<file path="src/sv/lmsd_pkg.sv">
package lmsd_pkg;

   // Field widths of a request and a response
   localparam int KIND_W    = 3;
   localparam int IMAGE_W   = 25;
   localparam int COORD_W   = 3;
   localparam int ROW_W     = 9;
   localparam int COL_W     = 3;
   localparam int CYCLE_W   = 2;
   localparam int PIX_W     = 5;

   // Matrix geometry
   localparam int NUM_COLS   = 3;
   localparam int IMAGE_SIDE = 5;

   typedef enum logic [KIND_W-1:0] {
      KIND_TICK   = 3'd0,
      KIND_OR     = 3'd1,
      KIND_CLEAR  = 3'd2,
      KIND_PLOT   = 3'd3,
      KIND_UNPLOT = 3'd4
   } kind_type;

   typedef struct packed {
      logic [KIND_W-1:0]  kind;
      logic [IMAGE_W-1:0] or_bits;
      logic [COORD_W-1:0] pixel_x;
      logic [COORD_W-1:0] pixel_y;
   } req_item_type;

   typedef struct packed {
      logic [ROW_W-1:0] row_levels;
      logic [COL_W-1:0] col_levels;
      logic             drive_enable;
      logic             scanned;
   } rsp_item_type;

   // Input stage towards the scan core
   typedef struct packed {
      logic         valid;
      req_item_type item;
   } stage_type;

   // Pixel number (1..25) on row lines 1..9 of each column; 0 = row unused
   typedef logic [PIX_W-1:0] pix_row_type [0:ROW_W-1];
   typedef pix_row_type pix_map_type [0:NUM_COLS-1];

   localparam pix_map_type PIX_MAP = '{
      '{5'd1,  5'd3,  5'd12, 5'd16, 5'd17, 5'd5,  5'd20, 5'd19, 5'd18},
      '{5'd15, 5'd11, 5'd0,  5'd0,  5'd22, 5'd13, 5'd2,  5'd4,  5'd24},
      '{5'd23, 5'd25, 5'd14, 5'd10, 5'd9,  5'd21, 5'd6,  5'd7,  5'd8}
   };

   // Row levels for one column: lit pixel pulls its row low
   function automatic logic [ROW_W-1:0] row_levels_for(
      input logic [CYCLE_W-1:0] col,
      input logic [IMAGE_W-1:0] snap
   );
      logic [ROW_W-1:0] rows;
      logic [PIX_W-1:0] p;
      rows = '1;
      for (int r = 0; r < ROW_W; r++) begin
         p = PIX_MAP[col][r];
         if (p != '0 && snap[PIX_W'(p - 5'd1)]) begin
            rows[r] = 1'b0;
         end
      end
      return rows;
   endfunction

endpackage

</file>
<file path="src/sv/lmsd_if.sv">
// Request channel: one image operation or scan tick
interface lmsd_req_if;
   logic                          valid;
   logic                          ready;
   logic [lmsd_pkg::KIND_W-1:0]   kind;
   logic [lmsd_pkg::IMAGE_W-1:0]  or_bits;
   logic [lmsd_pkg::COORD_W-1:0]  pixel_x;
   logic [lmsd_pkg::COORD_W-1:0]  pixel_y;

   modport source (output valid, kind, or_bits, pixel_x, pixel_y, input ready);
   modport sink   (input valid, kind, or_bits, pixel_x, pixel_y, output ready);
endinterface

// Response channel: line levels after each request
interface lmsd_rsp_if;
   logic                         valid;
   logic                         ready;
   logic [lmsd_pkg::ROW_W-1:0]   row_levels;
   logic [lmsd_pkg::COL_W-1:0]   col_levels;
   logic                         drive_enable;
   logic                         scanned;

   modport source (output valid, row_levels, col_levels, drive_enable, scanned,
                   input ready);
   modport sink   (input valid, row_levels, col_levels, drive_enable, scanned,
                   output ready);
endinterface

</file>
<file path="src/sv/lmsd_in_stage.sv">
// Input register: holds one request until the scan core takes it
module lmsd_in_stage (
   input  logic                   clock,
   input  logic                   reset,
   input  logic                   req_valid,
   output logic                   req_ready,
   input  lmsd_pkg::req_item_type req_item,
   input  logic                   take,
   output lmsd_pkg::stage_type    stage
);

   logic                   valid_ff, valid_in;
   lmsd_pkg::req_item_type item_ff, item_in;

   // free when empty or emptying this cycle
   assign req_ready = !valid_ff || take;

   always_comb begin
      valid_in = valid_ff;
      item_in  = item_ff;
      if (req_ready) begin
         valid_in = req_valid;
         item_in  = req_item;
      end
   end

   always_ff @(posedge clock) begin
      if (reset) begin
         valid_ff <= 1'b0;
      end else begin
         valid_ff <= valid_in;
      end
   end

   always_ff @(posedge clock) begin
      item_ff <= item_in;
   end

   assign stage.valid = valid_ff;
   assign stage.item  = item_ff;

endmodule

</file>
<file path="src/sv/lmsd_core.sv">
// Scan core: image and scan state, one request per cycle into the result register while it is empty or drained
module lmsd_core (
   input  logic                   clock,
   input  logic                   reset,
   input  lmsd_pkg::stage_type    stage,
   output logic                   take,
   output logic                   rsp_valid,
   input  logic                   rsp_ready,
   output lmsd_pkg::rsp_item_type rsp_item
);

   logic [lmsd_pkg::IMAGE_W-1:0] image_ff, image_in;
   logic [lmsd_pkg::IMAGE_W-1:0] snap_ff, snap_in;
   logic [lmsd_pkg::CYCLE_W-1:0] cycle_ff, cycle_in;
   logic [lmsd_pkg::ROW_W-1:0]   row_ff, row_in;
   logic [lmsd_pkg::COL_W-1:0]   col_ff, col_in;
   logic                         drive_ff, drive_in;
   logic                         out_valid_ff, out_valid_in;
   lmsd_pkg::rsp_item_type       out_item_ff, out_item_in;

   logic                         scanned;
   logic                         scan_go;
   logic                         px_ok;
   logic [lmsd_pkg::PIX_W-1:0]   px_shift;
   logic [lmsd_pkg::IMAGE_W-1:0] px_mask;
   logic [lmsd_pkg::COORD_W-1:0] px_x, px_y;

   // advance when the result register is empty or being drained
   assign take = stage.valid && (!out_valid_ff || rsp_ready);

   // pixel bit: 5*(y-1)+(x-1), only for x and y in 1..5
   assign px_x     = stage.item.pixel_x;
   assign px_y     = stage.item.pixel_y;
   assign px_ok    = px_x != '0 && px_x <= lmsd_pkg::COORD_W'(lmsd_pkg::IMAGE_SIDE)
                  && px_y != '0 && px_y <= lmsd_pkg::COORD_W'(lmsd_pkg::IMAGE_SIDE);
   assign px_shift = lmsd_pkg::PIX_W'(({2'b00, px_y} - 5'd1) * 5'd5
                                      + {2'b00, px_x} - 5'd1);
   assign px_mask  = lmsd_pkg::IMAGE_W'(1) << px_shift;

   // state update for the request in the input register
   always_comb begin
      image_in = image_ff;
      snap_in  = snap_ff;
      cycle_in = cycle_ff;
      row_in   = row_ff;
      col_in   = col_ff;
      drive_in = drive_ff;
      scanned  = 1'b0;
      scan_go  = 1'b0;
      if (take) begin
         case (lmsd_pkg::kind_type'(stage.item.kind))
            lmsd_pkg::KIND_TICK: begin
               if (image_ff != '0 || snap_ff != '0) begin
                  scan_go = 1'b1;
                  // start of a column cycle: snapshot, or blank the display
                  if (cycle_ff == '0) begin
                     if (snap_ff != '0 && image_ff == '0) begin
                        snap_in  = '0;
                        drive_in = 1'b0;
                        scan_go  = 1'b0;
                     end else begin
                        if (snap_ff == '0) begin
                           drive_in = 1'b1;
                        end
                        snap_in = image_ff;
                     end
                  end
                  if (scan_go) begin
                     scanned = 1'b1;
                     if (cycle_ff == lmsd_pkg::CYCLE_W'(lmsd_pkg::NUM_COLS)) begin
                        col_in   = '0;
                        cycle_in = '0;
                     end else begin
                        row_in   = lmsd_pkg::row_levels_for(cycle_ff, snap_in);
                        col_in   = lmsd_pkg::COL_W'(1) << cycle_ff;
                        cycle_in = (cycle_ff == lmsd_pkg::CYCLE_W'(lmsd_pkg::NUM_COLS - 1))
                                 ? '0 : cycle_ff + 2'd1;
                     end
                  end
               end
            end
            lmsd_pkg::KIND_OR: begin
               image_in = image_ff | stage.item.or_bits;
            end
            lmsd_pkg::KIND_CLEAR: begin
               image_in = '0;
            end
            lmsd_pkg::KIND_PLOT: begin
               if (px_ok) begin
                  image_in = image_ff | px_mask;
               end
            end
            lmsd_pkg::KIND_UNPLOT: begin
               if (px_ok) begin
                  image_in = image_ff & ~px_mask;
               end
            end
            default: begin
            end
         endcase
      end
   end

   // result register
   always_comb begin
      out_item_in  = out_item_ff;
      out_valid_in = out_valid_ff;
      if (take) begin
         out_valid_in              = 1'b1;
         out_item_in.row_levels    = row_in;
         out_item_in.col_levels    = col_in;
         out_item_in.drive_enable  = drive_in;
         out_item_in.scanned       = scanned;
      end else if (rsp_ready) begin
         out_valid_in = 1'b0;
      end
   end

   always_ff @(posedge clock) begin
      if (reset) begin
         image_ff     <= '0;
         snap_ff      <= '0;
         cycle_ff     <= '0;
         row_ff       <= '1;
         col_ff       <= '0;
         drive_ff     <= 1'b0;
         out_valid_ff <= 1'b0;
      end else begin
         image_ff     <= image_in;
         snap_ff      <= snap_in;
         cycle_ff     <= cycle_in;
         row_ff       <= row_in;
         col_ff       <= col_in;
         drive_ff     <= drive_in;
         out_valid_ff <= out_valid_in;
      end
   end

   always_ff @(posedge clock) begin
      out_item_ff <= out_item_in;
   end

   assign rsp_valid = out_valid_ff;
   assign rsp_item  = out_item_ff;

endmodule

</file>
<file path="src/sv/led_matrix_scan_driver.sv">
// Channel   Dir  Handshake          Payload
// req_ch    in   valid/ready        kind, or_bits, pixel_x, pixel_y
// rsp_ch    out  valid/ready        row_levels, col_levels, drive_enable, scanned
//
// One request per clock while responses are taken: an input register feeds a single
// pass of update logic whose outcome lands in a result register.
// Every request gives exactly one response, in order.
// Synchronous reset clears the image, snapshot and scan state; rows reset high.
// A stalled response holds the result register; req_ch.ready then drops only once
// the input register is also full.
module led_matrix_scan_driver (
   input  logic        clock,
   input  logic        reset,
   lmsd_req_if.sink    req_ch,
   lmsd_rsp_if.source  rsp_ch
);

   lmsd_pkg::req_item_type req_item;
   lmsd_pkg::rsp_item_type rsp_item;
   lmsd_pkg::stage_type    stage;
   logic                   take;

   assign req_item.kind    = req_ch.kind;
   assign req_item.or_bits = req_ch.or_bits;
   assign req_item.pixel_x = req_ch.pixel_x;
   assign req_item.pixel_y = req_ch.pixel_y;

   lmsd_in_stage u_in_stage (
      .clock     (clock),
      .reset     (reset),
      .req_valid (req_ch.valid),
      .req_ready (req_ch.ready),
      .req_item  (req_item),
      .take      (take),
      .stage     (stage)
   );

   lmsd_core u_core (
      .clock     (clock),
      .reset     (reset),
      .stage     (stage),
      .take      (take),
      .rsp_valid (rsp_ch.valid),
      .rsp_ready (rsp_ch.ready),
      .rsp_item  (rsp_item)
   );

   assign rsp_ch.row_levels   = rsp_item.row_levels;
   assign rsp_ch.col_levels   = rsp_item.col_levels;
   assign rsp_ch.drive_enable = rsp_item.drive_enable;
   assign rsp_ch.scanned      = rsp_item.scanned;

endmodule

</file>
<file path="src/flat_wrapper.sv">
// flat-port wrapper written by rule: the top's interface ports become plain ports
module led_matrix_scan_driver_flat 
  (clock, reset, req_ch_valid, req_ch_kind, req_ch_or_bits, req_ch_pixel_x, req_ch_pixel_y, req_ch_ready, rsp_ch_valid, rsp_ch_row_levels, rsp_ch_col_levels, rsp_ch_drive_enable, rsp_ch_scanned, rsp_ch_ready);
  lmsd_req_if req_ch_i ();
  lmsd_rsp_if rsp_ch_i ();
  input  logic clock;
  input  logic reset;
  input wire logic [$bits(req_ch_i.valid)-1:0] req_ch_valid;
  input wire logic [$bits(req_ch_i.kind)-1:0] req_ch_kind;
  input wire logic [$bits(req_ch_i.or_bits)-1:0] req_ch_or_bits;
  input wire logic [$bits(req_ch_i.pixel_x)-1:0] req_ch_pixel_x;
  input wire logic [$bits(req_ch_i.pixel_y)-1:0] req_ch_pixel_y;
  output wire logic [$bits(req_ch_i.ready)-1:0] req_ch_ready;
  output wire logic [$bits(rsp_ch_i.valid)-1:0] rsp_ch_valid;
  output wire logic [$bits(rsp_ch_i.row_levels)-1:0] rsp_ch_row_levels;
  output wire logic [$bits(rsp_ch_i.col_levels)-1:0] rsp_ch_col_levels;
  output wire logic [$bits(rsp_ch_i.drive_enable)-1:0] rsp_ch_drive_enable;
  output wire logic [$bits(rsp_ch_i.scanned)-1:0] rsp_ch_scanned;
  input wire logic [$bits(rsp_ch_i.ready)-1:0] rsp_ch_ready;
  assign req_ch_i.valid = req_ch_valid;
  assign req_ch_i.kind = req_ch_kind;
  assign req_ch_i.or_bits = req_ch_or_bits;
  assign req_ch_i.pixel_x = req_ch_pixel_x;
  assign req_ch_i.pixel_y = req_ch_pixel_y;
  assign req_ch_ready = req_ch_i.ready;
  assign rsp_ch_valid = rsp_ch_i.valid;
  assign rsp_ch_row_levels = rsp_ch_i.row_levels;
  assign rsp_ch_col_levels = rsp_ch_i.col_levels;
  assign rsp_ch_drive_enable = rsp_ch_i.drive_enable;
  assign rsp_ch_scanned = rsp_ch_i.scanned;
  assign rsp_ch_i.ready = rsp_ch_ready;
  led_matrix_scan_driver u_core (.clock(clock), .reset(reset), .req_ch(req_ch_i), .rsp_ch(rsp_ch_i));
endmodule
</file>
<file path="config.mk">
export PLATFORM = sky130hd
export DESIGN_NAME = led_matrix_scan_driver_flat
export DESIGN_NICKNAME = d
export VERILOG_FILES = /design/src/sv/lmsd_pkg.sv /design/src/sv/lmsd_if.sv /design/src/sv/lmsd_in_stage.sv /design/src/sv/lmsd_core.sv /design/src/sv/led_matrix_scan_driver.sv /design/src/flat_wrapper.sv
export SDC_FILE = /design/constraint.sdc
export NUM_CORES = 1
export LEC_CHECK = 0
export BUFFER_PORTS_ARGS = -buffer_cell sky130_fd_sc_hd__buf_2
export CORE_ASPECT_RATIO = 2
export CORE_MARGIN = 2
export CORE_UTILIZATION = 35
export DETAILED_ROUTE_END_ITERATION = 10
export PLACE_DENSITY = 0.59
export SYNTH_ARGS = -nofsm -noshare
export SYNTH_HDL_FRONTEND = slang
export SYNTH_HIERARCHICAL = 1
export SYNTH_SLANG_ARGS = --single-unit
</file>
<file path="constraint.sdc">
create_clock -name clock -period 4.9 [get_ports clock]
set_clock_uncertainty 0.1 [all_clocks]
set_input_delay 0.245 -clock clock [delete_from_list [all_inputs] [get_ports clock]]
set_output_delay 0.245 -clock clock [all_outputs]
set_load 0.01 [all_outputs]
</file>
==> Yosys cells after proc, flatten, opt, wreduce, memory -nomap -nowiden <==
Cells that the tools add are included.
{ "classes": {"addsub": 13, "mul": 1, "n_div": 0, "n_lt_le_gt_ge": 12, "eq_ne": 8, "n_shift": 2, "mux": 64, "bitwise_logic": 5, "n_reduce_logical": 42} }
{ "ops": {"columns": ["operator", "count"], "rows": [
  ["$mux W25", 7],
  ["$pmux W25 S4", 1],
  ["$bmux W45 S2", 1],
  ["$mux W45", 2],
  ["$lt A5 B6 Y1 const B", 9],
  ["$logic_not A25 Y1", 2],
  ["$or A25 B25 Y25", 2],
  ["$reduce_bool A25 Y1", 2],
  ["$sub A5 B1 Y5 const B", 10],
  ["$bmux W1 S5", 9],
  ["$mux W9", 5],
  ["$reduce_bool A5 Y1", 9],
  ["$mux W1", 32],
  ["$and A25 B25 Y25", 1],
  ["$not A25 Y25", 1],
  ["$shl A1 B5 Y25 const A", 1],
  ["$mux W3", 5],
  ["$logic_and A1 B1 Y1", 14],
  ["$reduce_and A4 Y1", 2],
  ["$eq A3 B2 Y1 const B", 2],
  ["$le A3 B3 Y1 const B", 2],
  ["$reduce_bool A3 Y1", 2],
  ["$add A5 B3 Y5", 1],
  ["$mul A5 B3 Y5 const B", 1],
  ["other kinds (18)", 24]
]} }
{ "totals": {"regBits": 115, "latch_bits": 0, "ram_bits": 0, "romBits": 0, "input_bits": 38, "out_inout_bits": 16, "elab_cells": 163, "memories": 0} }

==> Logic depth before layout (Yosys ltp) <==
Gate-level depths: netlist of the first run.
{ "depth": {"word_depth": 16, "mapped_depth": 13, "mapped_depth_nobuf": 12} }

==> Hierarchy <==
The synthesis of the first run kept the hierarchy.
{ "modules_own_cells": {"columns": ["module", "n_inst", "cells_each", "area_per_inst_um2", "seq_area_each_um2"], "rows": [
  ["lmsd_core", 1, 500, 4850.9, 1741.7],
  ["lmsd_in_stage", 1, 39, 1074.8, 1041.0]
]} }

==> Worst setup path before layout of the first run <==
No wires, ideal clock.
{ "synth_timing": {"kind": "flip-flop to flip-flop", "start": "register u_core.u_in_stage.item_ff, in the netlist u_core/u_in_stage/stage[1]", "end": "register u_core/u_core/image_ff[2] in the netlist's numbering", "arrival_ns": 3.428, "required_ns": 4.678, "setup_slack_ns": 1.250, "path_stages_with_launch": 14, "period_less_slack_ns": 3.650, "path_cell_list": "edfxtp_1 -> inv_1 -> ha_1 -> xor2_2 -> ha_1 -> fa_1 -> ha_1 -> a21o_1 -> a21oi_1 -> xor2_1 -> xnor2_1 -> clkbuf_1 -> nor2_1 -> a221o_1"} }
{ "synth_between": {"elab_chain_cells": 9, "elab_cells_between_ends": 18} }
{ "synth_rtl": {"columns": ["item", "line_no", "source"], "rows": [
  ["start: declaration", "lmsd_in_stage.sv:13", "lmsd_pkg::req_item_type item_ff, item_in;"],
  ["start signal: assignment", "lmsd_in_stage.sv:36", "item_ff <= item_in;"],
  ["$sub A3 B1 Y4", "lmsd_core.sv:36", "assign px_shift = lmsd_pkg::PIX_W'(({2'b00, px_y} - 5'd1) * 5'd5"],
  ["$mul A5 B3 Y5", "lmsd_core.sv:36", null],
  ["$add A5 B3 Y5", "lmsd_core.sv:37", "+ {2'b00, px_x} - 5'd1);"],
  ["$sub A5 B1 Y5", "lmsd_core.sv:37", null],
  ["$shl A1 B5 Y25", "lmsd_core.sv:38", "assign px_mask = lmsd_pkg::IMAGE_W'(1) << px_shift;"],
  ["$not A25 Y25", "lmsd_core.sv:95", "image_in = image_ff & ~px_mask;"],
  ["$and A25 B25 Y25", "lmsd_core.sv:95", null],
  ["$mux W25", "lmsd_core.sv:94", "if (px_ok) begin"],
  ["$pmux W25 S4", "lmsd_core.sv:51", "case (lmsd_pkg::kind_type'(stage.item.kind))"],
  ["end signal: assignment", "lmsd_core.sv:129", "image_ff <= image_in;"],
  ["end: declaration", "lmsd_core.sv:12", "logic [lmsd_pkg::IMAGE_W-1:0] image_ff, image_in;"]
]} }
Several ways; a longest one is shown, not always the timed one. The select of a mux whose other input is x is not followed.
A chain may end at the register's enable or synchronous reset.

==> Final worst setup path of the first run <==
{ "layout_timing": {"start": "register u_core.u_in_stage.item_ff, in the netlist u_core/u_in_stage/stage[1]", "end": "register u_core/u_core/image_ff[14] in the netlist's numbering"} }
Same word-level chain as after synthesis.

==> flow_summary_export.csv, run 1 <==
group,metric,value,unit
setup_path,start_kind,"flip-flop",
grt,antenna_found_initial,0,
timing,tightest_slew,1.04,ns
grt,grt_max_degree,41,
place,io_buffers,53,
timing,fmax,0.249,GHz
power,power_leakage,2.67,nW
clock_network,cts-root-buf,"clkbuf_16",
final_layout,syn2layout_area_growth,22.1,%
place,dpl_worst_slack,0.948,ns
routing,drtAntennaViolNets,0,
synthesis,syn_avg_cell_area,11.0,um2
die,start_util,35.5,%
synthesis,synth_nets,593,
clock_network,h-tree-depth,4,
run,cap_violations,0,
final_layout,diodes,0,
timing,period_minus_slack,4.01,ns
setup_path,worst_path_max_delay_cell,"xor3_2",
power,ir_drop,265,uV
grt,grt_usage,19.5,%
synthesis,yosys_warnings,6,
grt,grt_pass1_vias,4798,
die,die-area,18000,um2
die,die_h,188,um
die,rows,67,
synthesis,synth-edff-count,48,
routing,dr.first_iter.drc_count,227,
routing,vias,4637,
synthesis,synth_cell_types,71,
setup_path,path_cells,"inv_1, ha_1, xor2_2, ha_1, fa_1, ha_1, a21o_1, a21oi_1, xor3_2, nand2b_4, and3_1, a311o_1",
routing,dr.pass1.iters,5,
clock_network,tritoncts,"built",
setup_path,crit_path_end_kind,"flip-flop",
clock_network,cts.sinks,115,
timing,fin_crit_sh,81.9,%
final_layout,ff_latch_area,2780,um2
clock_network,cts.reportedPaths.clkPinSlew,0.05,ns
synthesis,synth_area,5930,um2
synthesis,synth_cells,539,
place,dp_hpwl,12300,um
synthesis,ys_seq_elements,115,
setup_path,path_buf_inv,1,
timing,finalSetupTns,0,ns
synthesis,ys_async_sr_fraction,0,%
timing,slew_headroom,30.5,%
power,p_clk_share,39.8,%
die,core,16700,um2
final_layout,final_nets,682,
clock_network,clock_path_buffers,2,
grt,globalRouteOverflowTotal,0,
worst_hold_path,hp-class,"in2reg",
routing,wl_per_cell,19.6,um
die,die_w,96.0,um
setup_path,criticalPathCategory,"reg2reg",
timing,setup_slack,0.886,ns
power,power.switching,825,uW
clock_network,insertion_delay,0.41,ns
synthesis,synth.area.top_cells,"edfxtp_1, dfxtp_1, mux2i_1",
place,gp_congestion,0.975,
setup_path,path_delay_family,"adder cells",
outcome,status,"complete, no violations",
routing,wl,16600,um
synthesis,yosysTopAreaCell,"edfxtp_1",
power,pwr-share-seq,38.6,%
setup_path,arrival,4.21,ns
final_layout,drive_gt1_share,19.8,%
die,io-pin-count,54,
synthesis,ys_seq_area_share,47.0,%
power,internal_power,1.95,mW
power,power_density,383,nW/um2
grt,grt_pass1_wl,25900,um
final_layout,multi_input_area,2930,um2
setup_path,worst_path_largest_cell_delay,0.55,ns
routing,vias_per_cell,5.47,
timing,hold_viol,0,
power,swShare,29.8,%
timing,finalMaxSlewViolations,0,
power,p_comb_share,21.6,%
final_layout,nFillCells,1608,
timing,rsz0062_at_grt,"no",
clock_network,numCtsBuffers,17,
synthesis,synthFlopType,"dfxtp_1",
setup_path,critical_path_required,5.10,ns
setup_path,crit_fanout,15,
synthesis,synth_top_area_share,24.3,%
setup_path,cpMostUsedCell,"ha_1",
timing,setup_viol,0,
routing,drc,0,
-- power by group through the flow --
stage	Sequential, mW	Combinational [mW]	Clock, mW
after floorplan	1.08	0.410	0
after global placement	1.09	0.565	0
after detailed placement	1.09	0.570	0
after CTS	1.07	0.596	1.13
after global routing	1.07	0.647	1.18
final	1.07	0.599	1.10
-- kinds of logic after synthesis --
kind of cell	after synthesis	synth area share, %
fa+ha+maj	16	3.63
xor+xnor	11	2.03
mux	63	13.5
buf+inv	41	3.61
compound gates	120	15.4
flops	115	47.0
simple gates	173	14.9
-- metal layers --
metal	GRT usage (%)	share of wire, %	up-vias
li1	-	-	2213
met4	13.8	6.9	0
met5	0	0	-
met1	18.1	33	2209
met3	3.58	3.5	60
met2	36.1	57	155
-- tightest hold or removal path, delay by kind of cell --
family                 cells  cell delay (ns)
AO/OA/AOI/OAI              1             0.08
AND/OR/NAND/NOR            1             0.16
buffers and inverters      1             0.07
-- state kept, by name (all words and copies together) (netlist names) --
| name | flops |
|---|---|
| u_core/u_core/col_ff | 3 |
| u_core/u_core/cycle_ff | 2 |
| u_core/u_core/drive_ff | 1 |
| u_core/u_core/image_ff | 25 |
| u_core/u_core/row_ff | 9 |
| u_core/u_core/rsp_item | 14 |
| u_core/u_core/rsp_valid | 1 |
| u_core/u_core/snap_ff | 25 |
| u_core/u_in_stage/stage | 34 |
| u_core/u_in_stage/valid_ff | 1 |
-- placed cells by master, fill, tap and decap left out, types with 4 or more instances in the layout --
cell,synthesis,routed
mux4_2,12,12
a41oi_1,12,12
a21oi_1,20,20
o21ai_0,21,21
and3_1,6,6
a311o_1,4,4
dlygate4sd3_1,0,35
xnor2_1,6,6
clkbuf_1,10,8
clkbuf_16,0,18
a31oi_1,8,8
nand2_1,41,41
nor3_1,7,7
inv_1,15,15
and2_1,8,8
nand4_1,5,5
nand2b_1,10,10
a221o_1,16,16
dfxtp_1,67,67
nand3_1,10,10
nor4_1,10,10
nor2_1,58,57
a21o_1,6,6
o211ai_1,6,6
edfxtp_1,48,48
mux2i_1,40,40
buf_2,5,53
ha_1,14,14
mux2_2,10,10
buf_4,4,7
-- worst paths after layout --
check,slack (ns),to,cells after the start,start
max reg2reg,0.89,u_core/u_core/image_ff[14]$_SDFFE_PP0P_,12,u_core/u_in_stage/stage[1]$_DFFE_PP_
min,0.11,u_core/u_core/rsp_valid$_SDFFE_PP0P_,3,rsp_ch_ready
max,0.89,u_core/u_core/image_ff[14]$_SDFFE_PP0P_,12,u_core/u_in_stage/stage[1]$_DFFE_PP_
min reg2reg,0.36,u_core/u_core/row_ff[0]$_SDFF_PP1_,2,u_core/u_core/row_ff[0]$_SDFF_PP1_
-- area by class of cell --
class                      instances  area share, %
tap                              207           3.58
clock inverter                     4          0.329
multi-input combinational        383           40.5
sequential                       115           38.5
inverter                          16          0.830
timing repair buffer              95           9.24
clock buffer                      28           7.02
-- cell usage after synthesis (all sizes together), types with 5 or more instances --
cell    number
nand3       10
o211ai       6
inv         16
nand2       42
edfxtp      48
ha          14
nand2b      13
mux2        11
o21ai       23
and2         8
clkbuf      10
mux4        12
buf         14
a41oi       12
a21oi       23
xnor2        6
dfxtp       67
mux2i       40
a31oi        9
nor4        10
and3         6
nor3         8
a21o         6
a221o       16
nor2        59
nand4        5
-- stage by stage --
stage	hold slack [ns]	power (mW)	instance area [um2]	std cells	utilization, %
finish	0.105	2.77	7230	848	43.4
CTS	0.0965	2.80	7230	848	43.4
detailed placement	0.323	1.66	6350	781	38.1
floorplan	0.207	1.49	5930	539	-
global placement	0.321	1.65	6350	781	38.1
global route	0.126	2.90	7230	848	43.4
-- what timing repair did --
item	in CTS	in global routing
buffers inserted	0	0
hold buffers	35	0
endpoints found under the hold margin	35	0
resized for setup	0	0
No activity file was read; power rests on OpenSTA's default activity.
==> run 2, diff against run 1 <==
==> constraint.sdc (replaced) <==
create_clock -name clock -period 4 [get_ports clock]
set_clock_uncertainty 0.1 [all_clocks]
set_input_delay 0.2 -clock clock [delete_from_list [all_inputs] [get_ports clock]]
set_output_delay 0.2 -clock clock [all_outputs]
set_load 0.01 [all_outputs]
==> flow_summary_export.csv, run 2 (synthesized netlist as in run 1, its figures left out) <==
group,metric,value,unit
timing,finalSetupTns,0,ns
timing,period_minus_slack,3.75,ns
final_layout,largest_reg_flops,34,
setup_path,r2r_setup_slack,0.25,ns
grt,grt_usage,20.0,%
place,io_buffers,53,
die,io-pin-count,54,
outcome,status,"complete, no violations",
setup_path,criticalPathCategory,"reg2reg",
setup_path,crit_path_end_kind,"flip-flop",
worst_hold_path,min_to,"u_core/u_core/rsp_valid$_SDFFE_PP0P_",
worst_hold_path,holdPathStages,3,
worst_hold_path,hp-class,"in2reg",
setup_path,crit_fanout,11,
die,rows,67,
timing,setup_slack,0.251,ns
die,die_w,96.0,um
routing,drtAntennaViolNets,0,
grt,grt_pass1_vias,5081,
timing,slew_headroom,42.9,%
power,power_leakage,2.73,nW
clock_network,insertion_delay,0.42,ns
die,core,16700,um2
place,dpl_worst_slack,0.0841,ns
run,cap_violations,0,
routing,drc,0,
routing,dr.first_iter.drc_count,283,
final_layout,final_cell_mix,"dfxtp_1, nor2_1, buf_2, edfxtp_1, nand2_1",
clock_network,h-tree-depth,4,
clock_network,cts-root-buf,"clkbuf_16",
setup_path,arrival,3.95,ns
routing,wl_per_cell,19.5,um
clock_network,numCtsBuffers,17,
worst_hold_path,hold_start,"rsp_ch_ready",
final_layout,diodes,0,
power,power,3.61,mW
grt,globalRouteOverflowTotal,0,
timing,fin_crit_sh,93.7,%
place,gp_congestion,0.945,
grt,grt_pass1_wl,26600,um
setup_path,r2r_start,"u_core/u_in_stage/stage[1]$_DFFE_PP_",
die,die_h,188,um
power,power_density,491,nW/um2
grt,grt_max_degree,41,
timing,setup_viol,0,
routing,vias_per_cell,5.54,
final_layout,layout_commonest_cell,"dfxtp_1",
timing,hold_viol,0,
grt,antenna_found_initial,0,
setup_path,r2r_cells,13,
routing,vias,4727,
setup_path,critical_path_required,4.20,ns
timing,rsz0062_at_grt,"no",
die,start_util,35.5,%
timing,finalMaxSlewViolations,0,
final_layout,drive_gt1_share,21.5,%
final_layout,syn2layout_area_growth,23.9,%
clock_network,cts.sinks,115,
routing,wl,16700,um
final_layout,final_nets,688,
clock_network,clock_path_buffers,2,
die,die-area,18000,um2
power,ir_drop,350,uV
timing,fmax,0.267,GHz
place,dp_hpwl,12500,um
clock_network,tritoncts,"built",
setup_path,worstReg2RegEnd,"u_core/u_core/image_ff[14]$_SDFFE_PP0P_",
routing,dr.pass1.iters,5,
timing,tightest_slew,0.857,ns
setup_path,cp-startpoint,"u_core/u_in_stage/stage[1]$_DFFE_PP_",
final_layout,fin_util,44.0,%
clock_network,cts.reportedPaths.clkPinSlew,0.05,ns
setup_path,start_kind,"flip-flop",
-- run 2: final cells by class --
| type | instances | area [um2] |
|---|---|---|
| Inverter | 16 | 60.1 |
| Clock buffer | 18 | 450 |
| Multi-Input combinational cell | 383 | 2930 |
| Sequential cell | 115 | 2780 |
| Timing Repair Buffer | 101 | 726 |
| Fill cell | 1569 | 9340 |
| Tap cell | 207 | 259 |
| Clock inverter | 14 | 134 |
-- run 2: how the worst max path moves through the flow --
stage	end	cells past startpoint
after global routing	u_core/u_core/image_ff[16]$_SDFFE_PP0P_	12
after global placement	u_core/u_core/image_ff[14]$_SDFFE_PP0P_	12
after detailed placement	u_core/u_core/image_ff[14]$_SDFFE_PP0P_	12
after CTS	u_core/u_core/image_ff[14]$_SDFFE_PP0P_	12
final	u_core/u_core/image_ff[14]$_SDFFE_PP0P_	13
after floorplan	u_core/u_core/image_ff[2]$_SDFFE_PP0P_	13
-- run 2: layer usage --
metal	vias to the layer above	part of all wire, %	GRT usage [%]
met3	66	3.6	3.82
li1	2227	-	-
met5	-	0	0
met2	177	57	36.7
met4	0	6.8	14.7
met1	2257	33	18.5
-- run 2: worst max-delay path: stages (launching register included) --
cell and delay, ns:
edfxtp_1 0.44, inv_1 0.16, ha_1 0.20, xor2_2 0.21, ha_1 0.28, fa_1 0.49
ha_1 0.31, a21o_1 0.17, a21oi_1 0.23, xor2_1 0.21, xnor2_1 0.14, buf_4 0.21
nor2_1 0.10, a311o_1 0.38
-- run 2: timing repair --
action	4_1_cts	5_1_grt
setup buffers	0	1
endpoints found under the hold margin	35	0
resized for setup	0	3
hold buffers	35	0
endpoints found under the setup margin	0	16
-- run 2: power by group --
part / total (mW) / switching, mW / internal (mW)
registers: 1.31 / 0.0354 / 1.27
clock network: 1.49 / 0.544 / 0.944
logic: 0.810 / 0.500 / 0.310
total: 3.61 / 1.08 / 2.53
-- run 2: through the flow --
stage	std cells	hold slack, ns	area [um2]
2_1_floorplan	539	0.162	5930
6_report	854	0.0461	7340
3_5_place_dp	786	0.278	6390
5_1_grt	854	0.0658	7340
3_3_place_gp	786	0.278	6390
4_1_cts	853	0.0381	7320
